[src/gmat_pkg.sv]
`default_nettype none
package gmat_pkg;

	localparam int unsigned MAX_SERVERS_DEF = 16;
	localparam int unsigned ID_W = 16;
	localparam int unsigned MEM_W = 12;
	localparam int unsigned NEED_W = 16;
	localparam int unsigned REQ_W = 3;
	localparam int unsigned ST_W = 3;
	localparam int unsigned BIT_W = 4;

	localparam logic [REQ_W-1:0] REQ_ADD = 3'd0;
	localparam logic [REQ_W-1:0] REQ_DELETE = 3'd1;
	localparam logic [REQ_W-1:0] REQ_TOGGLE = 3'd2;
	localparam logic [REQ_W-1:0] REQ_GREEDY = 3'd3;
	localparam logic [REQ_W-1:0] REQ_BALANCED = 3'd4;

	localparam logic [ST_W-1:0] ST_OK = 3'd0;
	localparam logic [ST_W-1:0] ST_NOT_FOUND = 3'd1;
	localparam logic [ST_W-1:0] ST_DUPLICATE = 3'd2;
	localparam logic [ST_W-1:0] ST_FULL = 3'd3;
	localparam logic [ST_W-1:0] ST_NO_MEMORY = 3'd4;

	typedef struct packed {
		logic [REQ_W-1:0] req_type;
		logic [ID_W-1:0] node_id;
		logic [MEM_W-1:0] mem_size;
		logic [NEED_W-1:0] mem_request;
	} req_t;

	typedef struct packed {
		logic [ST_W-1:0] status;
		logic [ID_W-1:0] granted_id;
		logic [MEM_W-1:0] granted_amount;
		logic last;
	} rsp_t;

	typedef struct packed {
		logic [ID_W-1:0] ident;
		logic [MEM_W-1:0] capacity;
		logic [MEM_W-1:0] in_use;
		logic online;
	} slot_t;

	typedef enum logic [4:0] {
		S_IDLE, S_DISPATCH, S_FIND_RD, S_FIND_EV, S_ADD_CHK, S_DEL_CHK, S_DEL_RD,
		S_DEL_EV, S_SUM_RD, S_SUM_EV, S_SUM_CHK, S_BS_RD, S_BS_EV, S_BS_STEP,
		S_BAL_INIT, S_GR_RD, S_GR_EV, S_FLUSH, S_EMIT
	} ctrl_state_t;

	typedef enum logic [3:0] {
		DP_NOP, DP_LATCH, DP_NEXT, DP_TOGGLE, DP_ADD, DP_DEL_MOVE, DP_DEL_END,
		DP_SUM, DP_BS_INIT, DP_BS_ACC, DP_BS_STEP, DP_GR_INIT, DP_BAL_INIT,
		DP_GRANT, DP_FLUSH, DP_EMIT
	} dp_op_t;

	typedef struct packed {
		dp_op_t op;
		logic [ST_W-1:0] emit_status;
	} dp_cmd_t;

	typedef struct packed {
		logic [REQ_W-1:0] req_type;
		logic match;
		logic last_slot;
		logic idx_at_cnt;
		logic cnt_zero;
		logic cnt_full;
		logic need_zero;
		logic short_mem;
		logic bit_zero;
		logic grant_nz;
		logic pend_valid;
		logic out_busy;
	} dp_status_t;

endpackage
`default_nettype wire

[src/gmat_chan_if.sv]
`default_nettype none
interface gmat_chan_if #(parameter type T = logic);
	logic valid;
	logic ready;
	T data;
	modport source(output valid, output data, input ready);
	modport sink(input valid, input data, output ready);
endinterface
`default_nettype wire

[src/gmat_ctrl.sv]
`default_nettype none
module gmat_ctrl (
	input wire logic clk,
	input wire logic arst_n,
	input wire logic in_valid,
	input wire gmat_pkg::dp_status_t stat,
	output gmat_pkg::dp_cmd_t cmd,
	output logic in_ready
);
	import gmat_pkg::*;

	ctrl_state_t state_q, state_d;
	logic [ST_W-1:0] st_q, st_d;

	always_ff @(posedge clk or negedge arst_n) begin
		if (!arst_n) begin
			state_q <= S_IDLE;
			st_q <= ST_OK;
		end else begin
			state_q <= state_d;
			st_q <= st_d;
		end
	end

	always_comb begin
		state_d = state_q;
		st_d = st_q;
		unique case (state_q)
			S_IDLE: if (in_valid) state_d = S_DISPATCH;
			S_DISPATCH: begin
				unique case (stat.req_type) inside
					REQ_ADD: state_d = stat.cnt_zero ? S_ADD_CHK : S_FIND_RD;
					REQ_DELETE, REQ_TOGGLE: begin
						if (stat.cnt_zero) begin
							state_d = S_EMIT;
							st_d = ST_NOT_FOUND;
						end else begin
							state_d = S_FIND_RD;
						end
					end
					REQ_GREEDY, REQ_BALANCED: begin
						if (stat.need_zero) begin
							state_d = S_EMIT;
							st_d = ST_OK;
						end else if (stat.cnt_zero) begin
							state_d = S_EMIT;
							st_d = ST_NO_MEMORY;
						end else begin
							state_d = S_SUM_RD;
						end
					end
					default: begin
						state_d = S_EMIT;
						st_d = ST_OK;
					end
				endcase
			end
			S_FIND_RD: state_d = S_FIND_EV;
			S_FIND_EV: begin
				if (stat.match) begin
					if (stat.req_type == REQ_ADD) begin
						state_d = S_EMIT;
						st_d = ST_DUPLICATE;
					end else if (stat.req_type == REQ_DELETE) begin
						state_d = S_DEL_CHK;
					end else begin
						state_d = S_EMIT;
						st_d = ST_OK;
					end
				end else if (stat.last_slot) begin
					if (stat.req_type == REQ_ADD) begin
						state_d = S_ADD_CHK;
					end else begin
						state_d = S_EMIT;
						st_d = ST_NOT_FOUND;
					end
				end else begin
					state_d = S_FIND_RD;
				end
			end
			S_ADD_CHK: begin
				state_d = S_EMIT;
				st_d = stat.cnt_full ? ST_FULL : ST_OK;
			end
			S_DEL_CHK: begin
				if (stat.idx_at_cnt) begin
					state_d = S_EMIT;
					st_d = ST_OK;
				end else begin
					state_d = S_DEL_RD;
				end
			end
			S_DEL_RD: state_d = S_DEL_EV;
			S_DEL_EV: state_d = S_DEL_CHK;
			S_SUM_RD: state_d = S_SUM_EV;
			S_SUM_EV: state_d = stat.last_slot ? S_SUM_CHK : S_SUM_RD;
			S_SUM_CHK: begin
				if (stat.short_mem) begin
					state_d = S_EMIT;
					st_d = ST_NO_MEMORY;
				end else if (stat.req_type == REQ_GREEDY) begin
					state_d = S_GR_RD;
				end else begin
					state_d = S_BS_RD;
				end
			end
			S_BS_RD: state_d = S_BS_EV;
			S_BS_EV: state_d = stat.last_slot ? S_BS_STEP : S_BS_RD;
			S_BS_STEP: state_d = stat.bit_zero ? S_BAL_INIT : S_BS_RD;
			S_BAL_INIT: state_d = S_GR_RD;
			S_GR_RD: state_d = S_GR_EV;
			S_GR_EV: begin
				if (!(stat.grant_nz && stat.pend_valid && stat.out_busy))
					state_d = stat.last_slot ? S_FLUSH : S_GR_RD;
			end
			S_FLUSH: if (!stat.out_busy) state_d = S_IDLE;
			S_EMIT: if (!stat.out_busy) state_d = S_IDLE;
			default: state_d = S_IDLE;
		endcase
	end

	always_comb begin
		cmd.op = DP_NOP;
		cmd.emit_status = st_q;
		in_ready = 1'b0;
		unique case (state_q)
			S_IDLE: begin
				in_ready = 1'b1;
				if (in_valid) cmd.op = DP_LATCH;
			end
			S_FIND_EV: begin
				if (stat.match) begin
					if (stat.req_type == REQ_DELETE) cmd.op = DP_NEXT;
					else if (stat.req_type == REQ_TOGGLE) cmd.op = DP_TOGGLE;
				end else if (!stat.last_slot) begin
					cmd.op = DP_NEXT;
				end
			end
			S_ADD_CHK: if (!stat.cnt_full) cmd.op = DP_ADD;
			S_DEL_CHK: if (stat.idx_at_cnt) cmd.op = DP_DEL_END;
			S_DEL_EV: cmd.op = DP_DEL_MOVE;
			S_SUM_EV: cmd.op = DP_SUM;
			S_SUM_CHK: begin
				if (!stat.short_mem)
					cmd.op = (stat.req_type == REQ_GREEDY) ? DP_GR_INIT : DP_BS_INIT;
			end
			S_BS_EV: cmd.op = DP_BS_ACC;
			S_BS_STEP: cmd.op = DP_BS_STEP;
			S_BAL_INIT: cmd.op = DP_BAL_INIT;
			S_GR_EV: begin
				if (!(stat.grant_nz && stat.pend_valid && stat.out_busy)) cmd.op = DP_GRANT;
			end
			S_FLUSH: if (!stat.out_busy) cmd.op = DP_FLUSH;
			S_EMIT: if (!stat.out_busy) cmd.op = DP_EMIT;
			default: cmd.op = DP_NOP;
		endcase
	end

	assert property (@(posedge clk) disable iff (!arst_n)
		(cmd.op == DP_LATCH) |=> (state_q == S_DISPATCH))
		else $error("latch did not start dispatch");
	assert property (@(posedge clk) disable iff (!arst_n)
		(cmd.op == DP_EMIT || cmd.op == DP_FLUSH) |=> (state_q == S_IDLE))
		else $error("final result did not end the request");
	assert property (@(posedge clk) disable iff (!arst_n)
		(state_q == S_FLUSH) |-> stat.pend_valid)
		else $error("flush without a pending grant");

endmodule
`default_nettype wire

[src/gmat_datapath.sv]
`default_nettype none
module gmat_datapath #(
	parameter int unsigned MAX_SERVERS = gmat_pkg::MAX_SERVERS_DEF
) (
	input wire logic clk,
	input wire logic arst_n,
	input wire gmat_pkg::req_t req_data,
	input wire gmat_pkg::dp_cmd_t cmd,
	input wire logic out_ready,
	output gmat_pkg::dp_status_t stat,
	output gmat_pkg::rsp_t out_data,
	output logic out_valid
);
	import gmat_pkg::*;

	localparam int unsigned IW = (MAX_SERVERS > 1) ? $clog2(MAX_SERVERS) : 1;
	localparam int unsigned CW = $clog2(MAX_SERVERS + 1);
	localparam int unsigned TW = MEM_W + IW;
	localparam int unsigned KW = (TW > NEED_W) ? TW : NEED_W;
	localparam logic [CW-1:0] CNT_MAX = CW'(MAX_SERVERS);

	slot_t mem [MAX_SERVERS];
	slot_t rd_q;

	logic [CW-1:0] count_q, idx_q;
	req_t in_q;
	logic [TW-1:0] total_q, sacc_q, sl_q;
	logic [MEM_W-1:0] lvl_q;
	logic [BIT_W-1:0] bit_q;
	logic [NEED_W-1:0] rem_q;
	logic pend_valid_q;
	logic [ID_W-1:0] pend_id_q;
	logic [MEM_W-1:0] pend_amt_q;
	logic out_valid_q;
	rsp_t out_q;

	logic [MEM_W-1:0] room, trial, lvl_part, grant, extra_amt;
	logic extra;

	always_comb begin
		room = '0;
		if (rd_q.online && rd_q.capacity > rd_q.in_use) room = rd_q.capacity - rd_q.in_use;
		trial = lvl_q | (MEM_W'(1) << bit_q);
		lvl_part = (room < lvl_q) ? room : lvl_q;
		extra = (room > lvl_q) && (rem_q != '0);
		extra_amt = {{(MEM_W-1){1'b0}}, extra};
		if (in_q.req_type == REQ_GREEDY)
			grant = (rem_q >= NEED_W'(room)) ? room : rem_q[MEM_W-1:0];
		else
			grant = lvl_part + extra_amt;
	end

	always_comb begin
		stat.req_type = in_q.req_type;
		stat.match = (rd_q.ident == in_q.node_id);
		stat.last_slot = (idx_q == count_q - CW'(1));
		stat.idx_at_cnt = (idx_q == count_q);
		stat.cnt_zero = (count_q == '0);
		stat.cnt_full = (count_q == CNT_MAX);
		stat.need_zero = (in_q.mem_request == '0);
		stat.short_mem = (KW'(total_q) < KW'(in_q.mem_request));
		stat.bit_zero = (bit_q == '0);
		stat.grant_nz = (grant != '0);
		stat.pend_valid = pend_valid_q;
		stat.out_busy = out_valid_q;
	end

	// Single write port; the read port always follows the walk index.
	always_ff @(posedge clk) begin
		rd_q <= mem[idx_q[IW-1:0]];
		case (cmd.op)
			DP_TOGGLE: mem[idx_q[IW-1:0]] <= '{rd_q.ident, rd_q.capacity, rd_q.in_use,
				~rd_q.online};
			DP_ADD: mem[count_q[IW-1:0]] <= '{in_q.node_id, in_q.mem_size, '0, 1'b1};
			DP_DEL_MOVE: mem[IW'(idx_q - CW'(1))] <= rd_q;
			DP_GRANT: mem[idx_q[IW-1:0]] <= '{rd_q.ident, rd_q.capacity,
				rd_q.in_use + grant, rd_q.online};
			default: ;
		endcase
	end

	always_ff @(posedge clk) begin
		case (cmd.op)
			DP_LATCH: in_q <= req_data;
			DP_SUM: total_q <= total_q + TW'(room);
			DP_BS_INIT: begin
				sacc_q <= '0;
				sl_q <= '0;
				lvl_q <= '0;
				bit_q <= BIT_W'(MEM_W - 1);
			end
			DP_BS_ACC: sacc_q <= sacc_q + TW'((room < trial) ? room : trial);
			DP_BS_STEP: begin
				if (KW'(sacc_q) <= KW'(in_q.mem_request)) begin
					lvl_q <= trial;
					sl_q <= sacc_q;
				end
				bit_q <= bit_q - BIT_W'(1);
				sacc_q <= '0;
			end
			DP_GR_INIT: rem_q <= in_q.mem_request;
			DP_BAL_INIT: rem_q <= in_q.mem_request - NEED_W'(sl_q);
			DP_GRANT: begin
				if (in_q.req_type == REQ_GREEDY) rem_q <= rem_q - NEED_W'(grant);
				else rem_q <= rem_q - NEED_W'(extra);
				if (grant != '0) begin
					pend_id_q <= rd_q.ident;
					pend_amt_q <= grant;
				end
			end
			default: ;
		endcase
		if (cmd.op == DP_LATCH) total_q <= '0;
	end

	always_ff @(posedge clk) begin
		if (cmd.op == DP_EMIT) out_q <= '{cmd.emit_status, '0, '0, 1'b1};
		else if (cmd.op == DP_FLUSH) out_q <= '{ST_OK, pend_id_q, pend_amt_q, 1'b1};
		else if (cmd.op == DP_GRANT && grant != '0 && pend_valid_q)
			out_q <= '{ST_OK, pend_id_q, pend_amt_q, 1'b0};
	end

	always_ff @(posedge clk or negedge arst_n) begin
		if (!arst_n) begin
			count_q <= '0;
			idx_q <= '0;
			pend_valid_q <= 1'b0;
			out_valid_q <= 1'b0;
		end else begin
			if (out_valid_q && out_ready) out_valid_q <= 1'b0;
			case (cmd.op)
				DP_LATCH: begin
					idx_q <= '0;
					pend_valid_q <= 1'b0;
				end
				DP_NEXT, DP_DEL_MOVE, DP_SUM, DP_BS_ACC: idx_q <= idx_q + CW'(1);
				DP_ADD: count_q <= count_q + CW'(1);
				DP_DEL_END: count_q <= count_q - CW'(1);
				DP_BS_INIT, DP_BS_STEP, DP_GR_INIT, DP_BAL_INIT: idx_q <= '0;
				DP_GRANT: begin
					idx_q <= idx_q + CW'(1);
					if (grant != '0) begin
						pend_valid_q <= 1'b1;
						if (pend_valid_q) out_valid_q <= 1'b1;
					end
				end
				DP_FLUSH: begin
					pend_valid_q <= 1'b0;
					out_valid_q <= 1'b1;
				end
				DP_EMIT: out_valid_q <= 1'b1;
				default: ;
			endcase
		end
	end

	assign out_data = out_q;
	assign out_valid = out_valid_q;

	assert property (@(posedge clk) disable iff (!arst_n) count_q <= CNT_MAX)
		else $error("slot count beyond table size");
	assert property (@(posedge clk) disable iff (!arst_n)
		(cmd.op == DP_ADD) |-> (count_q != CNT_MAX))
		else $error("add into a full table");
	assert property (@(posedge clk) disable iff (!arst_n)
		(cmd.op == DP_EMIT || cmd.op == DP_FLUSH) |-> !out_valid_q)
		else $error("result register overwritten");
	assert property (@(posedge clk) disable iff (!arst_n)
		(cmd.op == DP_GRANT && grant != '0 && pend_valid_q) |-> !out_valid_q)
		else $error("grant pushed into a busy result register");

endmodule
`default_nettype wire

[src/gpu_memory_allocation_table_unit.sv]
`default_nettype none
// Server memory allocation table with up to MAX_SERVERS slots held in one
// memory with a single write port and a registered read, walked slot by
// slot by a controller. A request is taken once the previous one has placed
// its final result in the output register. A delete shifts each later slot
// down by one; a balanced deploy searches the fill level bit by bit, twelve
// passes over the table. Each grant goes out as one transfer on the result
// channel, the last one marked; a stalled result channel holds the walk.
module gpu_memory_allocation_table_unit #(
	parameter int unsigned MAX_SERVERS = gmat_pkg::MAX_SERVERS_DEF
) (
	input wire logic clk,
	input wire logic arst_n,
	gmat_chan_if.sink req,
	gmat_chan_if.source rsp
);
	import gmat_pkg::*;

	dp_cmd_t cmd;
	dp_status_t stat;

	gmat_ctrl u_ctrl (
		.clk(clk),
		.arst_n(arst_n),
		.in_valid(req.valid),
		.stat(stat),
		.cmd(cmd),
		.in_ready(req.ready)
	);

	gmat_datapath #(.MAX_SERVERS(MAX_SERVERS)) u_dp (
		.clk(clk),
		.arst_n(arst_n),
		.req_data(req.data),
		.cmd(cmd),
		.out_ready(rsp.ready),
		.stat(stat),
		.out_data(rsp.data),
		.out_valid(rsp.valid)
	);

endmodule
`default_nettype wire

[src/flat_wrapper.sv]
// flat-port wrapper written by rule: the top's interface ports become plain ports
module gpu_memory_allocation_table_unit_flat import gmat_pkg::*;
#(
	parameter int unsigned MAX_SERVERS = gmat_pkg::MAX_SERVERS_DEF
)
  (clk, arst_n, req_valid, req_data, req_ready, rsp_valid, rsp_data, rsp_ready);
  gmat_chan_if #(.T(req_t)) req_i ();
  gmat_chan_if #(.T(rsp_t)) rsp_i ();
  input wire logic clk;
  input wire logic arst_n;
  input wire logic [$bits(req_i.valid)-1:0] req_valid;
  input wire logic [$bits(req_i.data)-1:0] req_data;
  output wire logic [$bits(req_i.ready)-1:0] req_ready;
  output wire logic [$bits(rsp_i.valid)-1:0] rsp_valid;
  output wire logic [$bits(rsp_i.data)-1:0] rsp_data;
  input wire logic [$bits(rsp_i.ready)-1:0] rsp_ready;
  assign req_i.valid = req_valid;
  assign req_i.data = req_data;
  assign req_ready = req_i.ready;
  assign rsp_valid = rsp_i.valid;
  assign rsp_data = rsp_i.data;
  assign rsp_i.ready = rsp_ready;
  gpu_memory_allocation_table_unit #(.MAX_SERVERS(MAX_SERVERS)) u_core (.clk(clk), .arst_n(arst_n), .req(req_i), .rsp(rsp_i));
endmodule
[config.mk]
export PLATFORM = sky130hd
export DESIGN_NAME = gpu_memory_allocation_table_unit_flat
export DESIGN_NICKNAME = d
export VERILOG_FILES = /design/src/gmat_pkg.sv /design/src/gmat_chan_if.sv /design/src/gmat_ctrl.sv /design/src/gmat_datapath.sv /design/src/gpu_memory_allocation_table_unit.sv /design/src/flat_wrapper.sv
export SDC_FILE = /design/constraint.sdc
export NUM_CORES = 1
export LEC_CHECK = 0
export BUFFER_PORTS_ARGS = -buffer_cell sky130_fd_sc_hd__buf_2
export CAP_MARGIN = 5
export CORE_MARGIN = 2
export CORE_UTILIZATION = 54
export CTS_BUF_LIST = sky130_fd_sc_hd__clkbuf_8
export DETAILED_ROUTE_END_ITERATION = 6
export PLACE_DENSITY = 0.73
export SYNTH_ARGS = -nofsm -noshare
export SYNTH_HDL_FRONTEND = slang
export SYNTH_SLANG_ARGS = --single-unit
[constraint.sdc]
create_clock -name clk -period 20.1 [get_ports clk]
set_input_delay 0 -clock clk [delete_from_list [all_inputs] [get_ports clk]]
set_output_delay 0 -clock clk [all_outputs]
set_load 0.05 [all_outputs]
==> results of run 1 <==
[flip-flops by register name (all words and copies together), names as in the netlist, 32 cells and up]
register / cells
u_core.u_dp.mem: 656
u_core.u_dp.rd_q: 41
u_core.u_dp.out_data: 32
u_core.u_dp.in_q: 44
[worst max-delay path: cells and delay by family, from the launching register on]
family	cells	cell delay (ps)
buffers and inverters	3	440
adders and majority gates	6	1910
xor gates and xnor gates	1	130
muxes	2	930
DFF	1	380
AOI/OAI and AO/OA	17	4470
and+or+nand+nor	5	1000
[per-stage QoR]
step | util [%] | hold WS (ps)
3_5_place_dp | 56.6 | -2.88
6_report | 61.7 | 312
4_1_cts | 61.7 | 239
2_1_floorplan | - | -296
5_1_grt | 61.7 | 353
3_3_place_gp | 56.6 | -12.5
[cells by family after synthesis]
group                      Yosys count
adders and majority gates          158
AOI/OAI and AO/OA                  589
and+or+nand+nor                    632
xor gates and xnor gates            93
buffers and inverters              249
DFF                                904
muxes                              307
[worst paths after layout]
check,startpoint,to,slack (ps)
max,u_core.u_dp.rd_q[1],u_core.u_dp.mem[5][12],10470
min,req_valid,u_core.u_ctrl.state_q[0],310
max reg2reg,u_core.u_dp.rd_q[1],u_core.u_dp.mem[5][12],10470
min reg2reg,u_core.u_dp.rd_q[28],u_core.u_dp.pend_id_q[3],470
max in group asynchronous,arst_n,u_core.u_dp.idx_q[3],18920
min in group asynchronous,arst_n,u_core.u_dp.out_valid,430
[layout by cell type (no fill, tap or decap), types with 16 or more instances in the layout]
cell           count
dlygate4sd3_1     99
nand2b_1          28
a21oi_1          153
and3_1            16
ha_1             152
or3_1             18
clkinv_1          27
nor2_1           147
a221o_1           19
nand4_1           21
nand2_1          209
xor2_1            45
inv_1            167
nor3_1            26
and2_1            19
edfxtp_1         798
mux4_2            84
clkbuf_8         155
dfrtp_1           16
buf_2             84
dfxtp_1           86
a211oi_1          19
a22oi_1           42
nor2b_1           30
o221a_1           20
xnor2_1           48
nor4_1            19
buf_4             45
a21o_1            28
nand3_1           38
a221oi_1          43
mux2_2            37
mux2i_1          186
o21ai_0          124
clkinv_2          20
[cell type report]
cell class	instances	area share, %
sequential	904	56.0
clock inverter	113	1.51
tap	978	2.62
inverter	121	0.974
multi-input combinational	1779	30.5
clock buffer	155	4.56
timing repair buffer	229	3.78
antenna	2	0.0107
[power by group]
group	internal (mW)	total, mW	switching, mW
clock	0.783	1.54	0.762
sequential	2.50	2.71	0.215
combinational	1.11	2.97	1.86
[routing by layer]
metal | vias up | routed length (um) | GRT usage (%)
met3 | 217 | 8720 | 5.43
met5 | - | 0 | 0
met2 | 1200 | 51200 | 44.1
met4 | 0 | 3480 | 10.2
li1 | 11900 | - | -
met1 | 13500 | 45800 | 38.9
==> impl_metrics.json, run 1 <==
{
  "peakVddDrop_mv": 0.0878,
  "ys_seq_elements": 904,
  "grt_pass1_wl_mm": 163,
  "max_slew_margin_pct": 15.9,
  "fin_crit_sh_pct": 47.9,
  "syn_area_mm2": 0.0413,
  "power_density_mw_per_mm2": 154,
  "final_cells": 4281,
  "worst_pin_slew_ps": 1230,
  "setup_viol": 0,
  "htree_num_levels": 4,
  "rsz0062_at_grt": "false",
  "synth_ff_type": "edfxtp_1",
  "slowest_delay_ps": 860,
  "leakage_nw": 17.4,
  "cp.required_ps": 20530,
  "synthAdderAreaFrac_pct": 4.90,
  "multiInputGateArea_mm2": 0.0143,
  "clock-sinks": 904,
  "core_area_mm2": 0.0758,
  "post_synth_inst_count": 2932,
  "async_reset_ff_share_pct": 2.21,
  "worst_slack_ps": 10470,
  "place_hpwl_mm": 67.8,
  "row_count": 101,
  "grt-ovfl-total": 0,
  "via_per_inst": 6.27,
  "place_ws_ps": 10710,
  "path_clk_slew_ps": 60,
  "synth_mux_area_share_pct": 10.1,
  "wirelength_mm": 109,
  "hold_violations": 0,
  "gp_congestion": 0.982,
  "yosysMostFrequentCell": "edfxtp_1",
  "yosysSeqAreaShare_pct": 63.4,
  "wl_per_cell_um": 25.5,
  "cts.path.max_buffers": 3,
  "final_area_mm2": 0.0468,
  "drv_cap": 0,
  "crit_slowest_cell": "mux2i_1",
  "grt_usage_pct": 28.0,
  "rr_worst_depth": 34,
  "worstSetupPathType": "flop to flop",
  "total_power_mw": 7.22,
  "worstSetupStartpointType": "flop",
  "crit_path_end_kind": "flop",
  "fill_cells": 5637,
  "synth.top_cells.by_area": "edfxtp_1 (58%), ha_1 (4.6%), mux4_2 (4.6%), mux2i_1 (4.5%), dfxtp_1 (4.2%)",
  "synth_top_area_share_pct": 58.0,
  "register_area_mm2": 0.0262,
  "skew_ps": 56.1,
  "io_buffers": 84,
  "die_height_um": 281,
  "clock.fmax_mhz": 104,
  "antenna_found_initial": 3,
  "finalMaxSlewViolations": 0,
  "clk_latency_ps": 830,
  "cts_resized": 0,
  "syn_avg_cell_area_um2": 14.1,
  "synthesis.nets": 3141,
  "synth_xor_area_share_pct": 1.97,
  "ant_nets": 0,
  "drt_iter0_markers": 2692,
  "grt_max_degree": 129,
  "ys_types": 92,
  "synth_top_family_by_area": "multiplexers",
  "die_w_um": 281,
  "cts-root-buf": "clkbuf_8",
  "initial_core_util_pct": 54.4,
  "placed_area_mm2": 0.0429,
  "cts_tree": "done",
  "post-synth-top-area-cell": "edfxtp_1",
  "io-pin-count": 85,
  "fin_crit_ps": 9630,
  "final.setup.tns_ps": 0,
  "post_cts_buffers": 0,
  "grt_pass1_vias": 26700,
  "synth-compound-area-share_pct": 9.83,
  "numCtsBuffers": 146,
  "status": "complete, no violations",
  "drc_errors": 0,
  "min_path_type": "primary input to flop",
  "firstDrtPassIters": 6,
  "crit_fanout": 16,
  "die_area_mm2": 0.0787,
  "arrival_ps": 10070,
  "area_delta_synth_final_pct": 13.3,
  "synth-edff-count": 798,
  "place_inst": 3912,
  "vias": 26800,
  "yosys_warnings": 0,
  "synth-simple-area-share_pct": 7.37,
  "finalNetCount": 3390,
  "drive_above_1_share_pct": 15.6,
  "ctsHoldBuffers": 99,
  "min_path_cells": 7,
  "synth_commonest_cells": "edfxtp_1 (798), nand2_1 (210), mux2i_1 (186)"
}
No activity file was read; power rests on OpenSTA's default activity.
==> run 2: changes to the inputs <==
--- a/config.mk
+++ b/config.mk
@@ -11,7 +11,7 @@
 export CORE_UTILIZATION = 54
 export CTS_BUF_LIST = sky130_fd_sc_hd__clkbuf_8
 export DETAILED_ROUTE_END_ITERATION = 6
-export PLACE_DENSITY = 0.73
+export PLACE_DENSITY = 0.76
 export SYNTH_ARGS = -nofsm -noshare
 export SYNTH_HDL_FRONTEND = slang
 export SYNTH_SLANG_ARGS = --single-unit
==> constraint.sdc (replaced) <==
create_clock -name clk -period 8.6 [get_ports clk]
set_input_delay 0 -clock clk [delete_from_list [all_inputs] [get_ports clk]]
set_output_delay 0 -clock clk [all_outputs]
set_load 0.05 [all_outputs]
==> run 2 against run 1 <==
  * Fmax grew 18%
  * Via count grew 2.0%
  * Utilization grew 1.2 points
  * Worst hold slack gained 3.2 ps
  * First-iteration DRC count shrank 1.3%
  * Die area is the same
  * Clock power grew 140%
  * Clock skew grew 0.70 ps
  * Sequential power grew 130%
  * Routed wire length grew 4.0%
  * Total power grew 140%
  * Flip-flop and latch count is the same
  * Critical path type unchanged
  * Largest cell class unchanged
  * Highest routed layer unchanged
==> impl_metrics.json, run 2 (same netlist as run 1, synthesis figures left out) <==
{
  "grt_max_degree": 134,
  "grt-ovfl-total": 0,
  "htree_num_levels": 4,
  "wl_per_cell_um": 26.1,
  "worstSetupPathType": "flop to flop",
  "crit_fanout": 17,
  "p_seq_share_pct": 36.0,
  "hold_ws_ps": 316,
  "row_count": 101,
  "power_density_mw_per_mm2": 368,
  "ant_nets": 0,
  "gp_congestion": 0.916,
  "largest_reg_flops": 656,
  "antenna_found_initial": 1,
  "numCtsBuffers": 145,
  "vias": 27400,
  "die_w_um": 281,
  "peakVddDrop_mv": 0.309,
  "leakage_nw": 17.9,
  "cp.required_ps": 9090,
  "min_path_type": "primary input to flop",
  "placed_area_mm2": 0.0436,
  "max_slew_margin_pct": 17.8,
  "arrival_ps": 8640,
  "final_cell_mix": "edfxtp_1 (798), nand2_1 (209), mux2i_1 (183)",
  "total_power_mw": 17.6,
  "rsz0062_at_grt": "false",
  "finalMaxSlewViolations": 0,
  "finalNetCount": 3450,
  "p_int_mw": 10.7,
  "drt_iter0_markers": 2658,
  "clock.fmax_mhz": 123,
  "swShare_pct": 39.3,
  "setup_viol": 0,
  "grt_pass1_wl_mm": 169,
  "status": "complete, no violations",
  "multiInputGateArea_mm2": 0.0143,
  "skew_ps": 56.8,
  "clk_latency_ps": 830,
  "wirelength_mm": 114,
  "io_buffers": 84,
  "firstDrtPassIters": 5,
  "comb_power_share_pct": 42.7,
  "top_register": "u_core.u_dp.mem",
  "biggestRegsByFlops": "u_core.u_dp.mem: 656 flops, u_core.u_dp.in_q: 44 flops, u_core.u_dp.rd_q: 41 flops",
  "final_common_cell": "edfxtp_1",
  "place_hpwl_mm": 72.2,
  "crit_slowest_cell": "nor2_4",
  "fill_cells": 5449,
  "cts-root-buf": "clkbuf_8",
  "area_delta_synth_final_pct": 15.5,
  "final.setup.tns_ps": 0,
  "final_area_mm2": 0.0477,
  "fin_crit_ps": 8140,
  "drv_cap": 0,
  "power.share.clock_pct": 21.3,
  "crit_path_end_kind": "flop",
  "grt_usage_pct": 29.1,
  "io-pin-count": 85,
  "fin_crit_sh_pct": 94.7,
  "drive_above_1_share_pct": 17.4,
  "slowest_delay_ps": 720,
  "hold_violations": 0,
  "worstSetupStartpointType": "flop",
  "initial_core_util_pct": 54.4,
  "die_area_mm2": 0.0787,
  "clock-sinks": 904,
  "worst_pin_slew_ps": 1200,
  "drc_errors": 0,
  "path_clk_slew_ps": 60,
  "core_area_mm2": 0.0758,
  "grt_pass1_vias": 27500,
  "fin_util_pct": 62.9,
  "register_area_mm2": 0.0262,
  "cts.path.max_buffers": 3,
  "switchingPower_mw": 6.89,
  "via_per_inst": 6.30,
  "cts_tree": "done",
  "die_height_um": 281
}
## run 2: cell types whose count changed in the layout (fill, tap and decap cells not counted), moves of 3 or more
cell,previous run,this run
clkinv_2,20,16
buf_4,45,85
buf_12,1,22
clkbuf_8,155,162
mux2i_1,186,183
clkinv_1,27,23
## run 2: power groups by stage
| stage | logic, mW | clock network, mW | registers, mW |
|---|---|---|---|
| after floorplan | 4.87 | 0 | 6.31 |
| after global placement | 7.15 | 0 | 6.36 |
| after detailed placement | 7.31 | 0 | 6.38 |
| after CTS | 7.40 | 3.78 | 6.30 |
| after global routing | 8.13 | 3.96 | 6.35 |
| final | 7.51 | 3.74 | 6.32 |
## run 2: final timing paths
kind                                       from                  endpoint  slack [ps]  cells after the start
min                                   req_valid  u_core.u_ctrl.state_q[0]         320                      7
max                         u_core.u_dp.rd_q[1]    u_core.u_dp.mem[6][17]         460                     30
min in group asynchronous                arst_n     u_core.u_ctrl.st_q[2]         480                      3
min reg2reg                u_core.u_dp.rd_q[31]  u_core.u_dp.pend_id_q[6]         480                      0
max reg2reg                 u_core.u_dp.rd_q[1]    u_core.u_dp.mem[6][17]         460                     30
max in group asynchronous                arst_n      u_core.u_dp.idx_q[0]        7370                      3
## run 2: metrics by stage
step           instances  worst slack (ps)
2_1_floorplan       2932               310
3_3_place_gp        3971               468
3_5_place_dp        3971              45.5
4_1_cts             4339               200
5_1_grt             4343              35.3
6_report            4343               455
## run 2: routing by layer
metal	track usage, %	routed length, um	vias to the layer above
met1	39.5	46200	13700
met5	0	0	-
met4	13.0	4620	0
met2	46.3	53600	1358
met3	4.87	9160	282
li1	-	-	12000
## run 2: area by class of cell
| type | instances | area share [%] |
|---|---|---|
| Tap cell | 978 | 2.57 |
| Clock buffer | 162 | 4.68 |
| Timing Repair Buffer | 290 | 5.22 |
| Sequential cell | 904 | 54.9 |
| Multi-Input combinational cell | 1779 | 30.1 |
| Inverter | 121 | 0.955 |
| Clock inverter | 107 | 1.55 |
| Antenna cell | 2 | 0.0105 |
## run 2: worst max-delay path: cells and delay by family, from the launching register on
| kind | cells | cell delay, ps |
|---|---|---|
| compound gates | 9 | 2610 |
| fa+ha+maj | 5 | 1380 |
| flops | 1 | 370 |
| buf+inv | 8 | 1280 |
| simple gates | 8 | 2160 |
## run 2: repair_timing
action                                 CTS  global route
gates resized for setup                  1             5
setup buffers                            0             1
setup endpoints to repair               16            93
endpoints found under the hold margin   72             0
hold buffers                            99             0
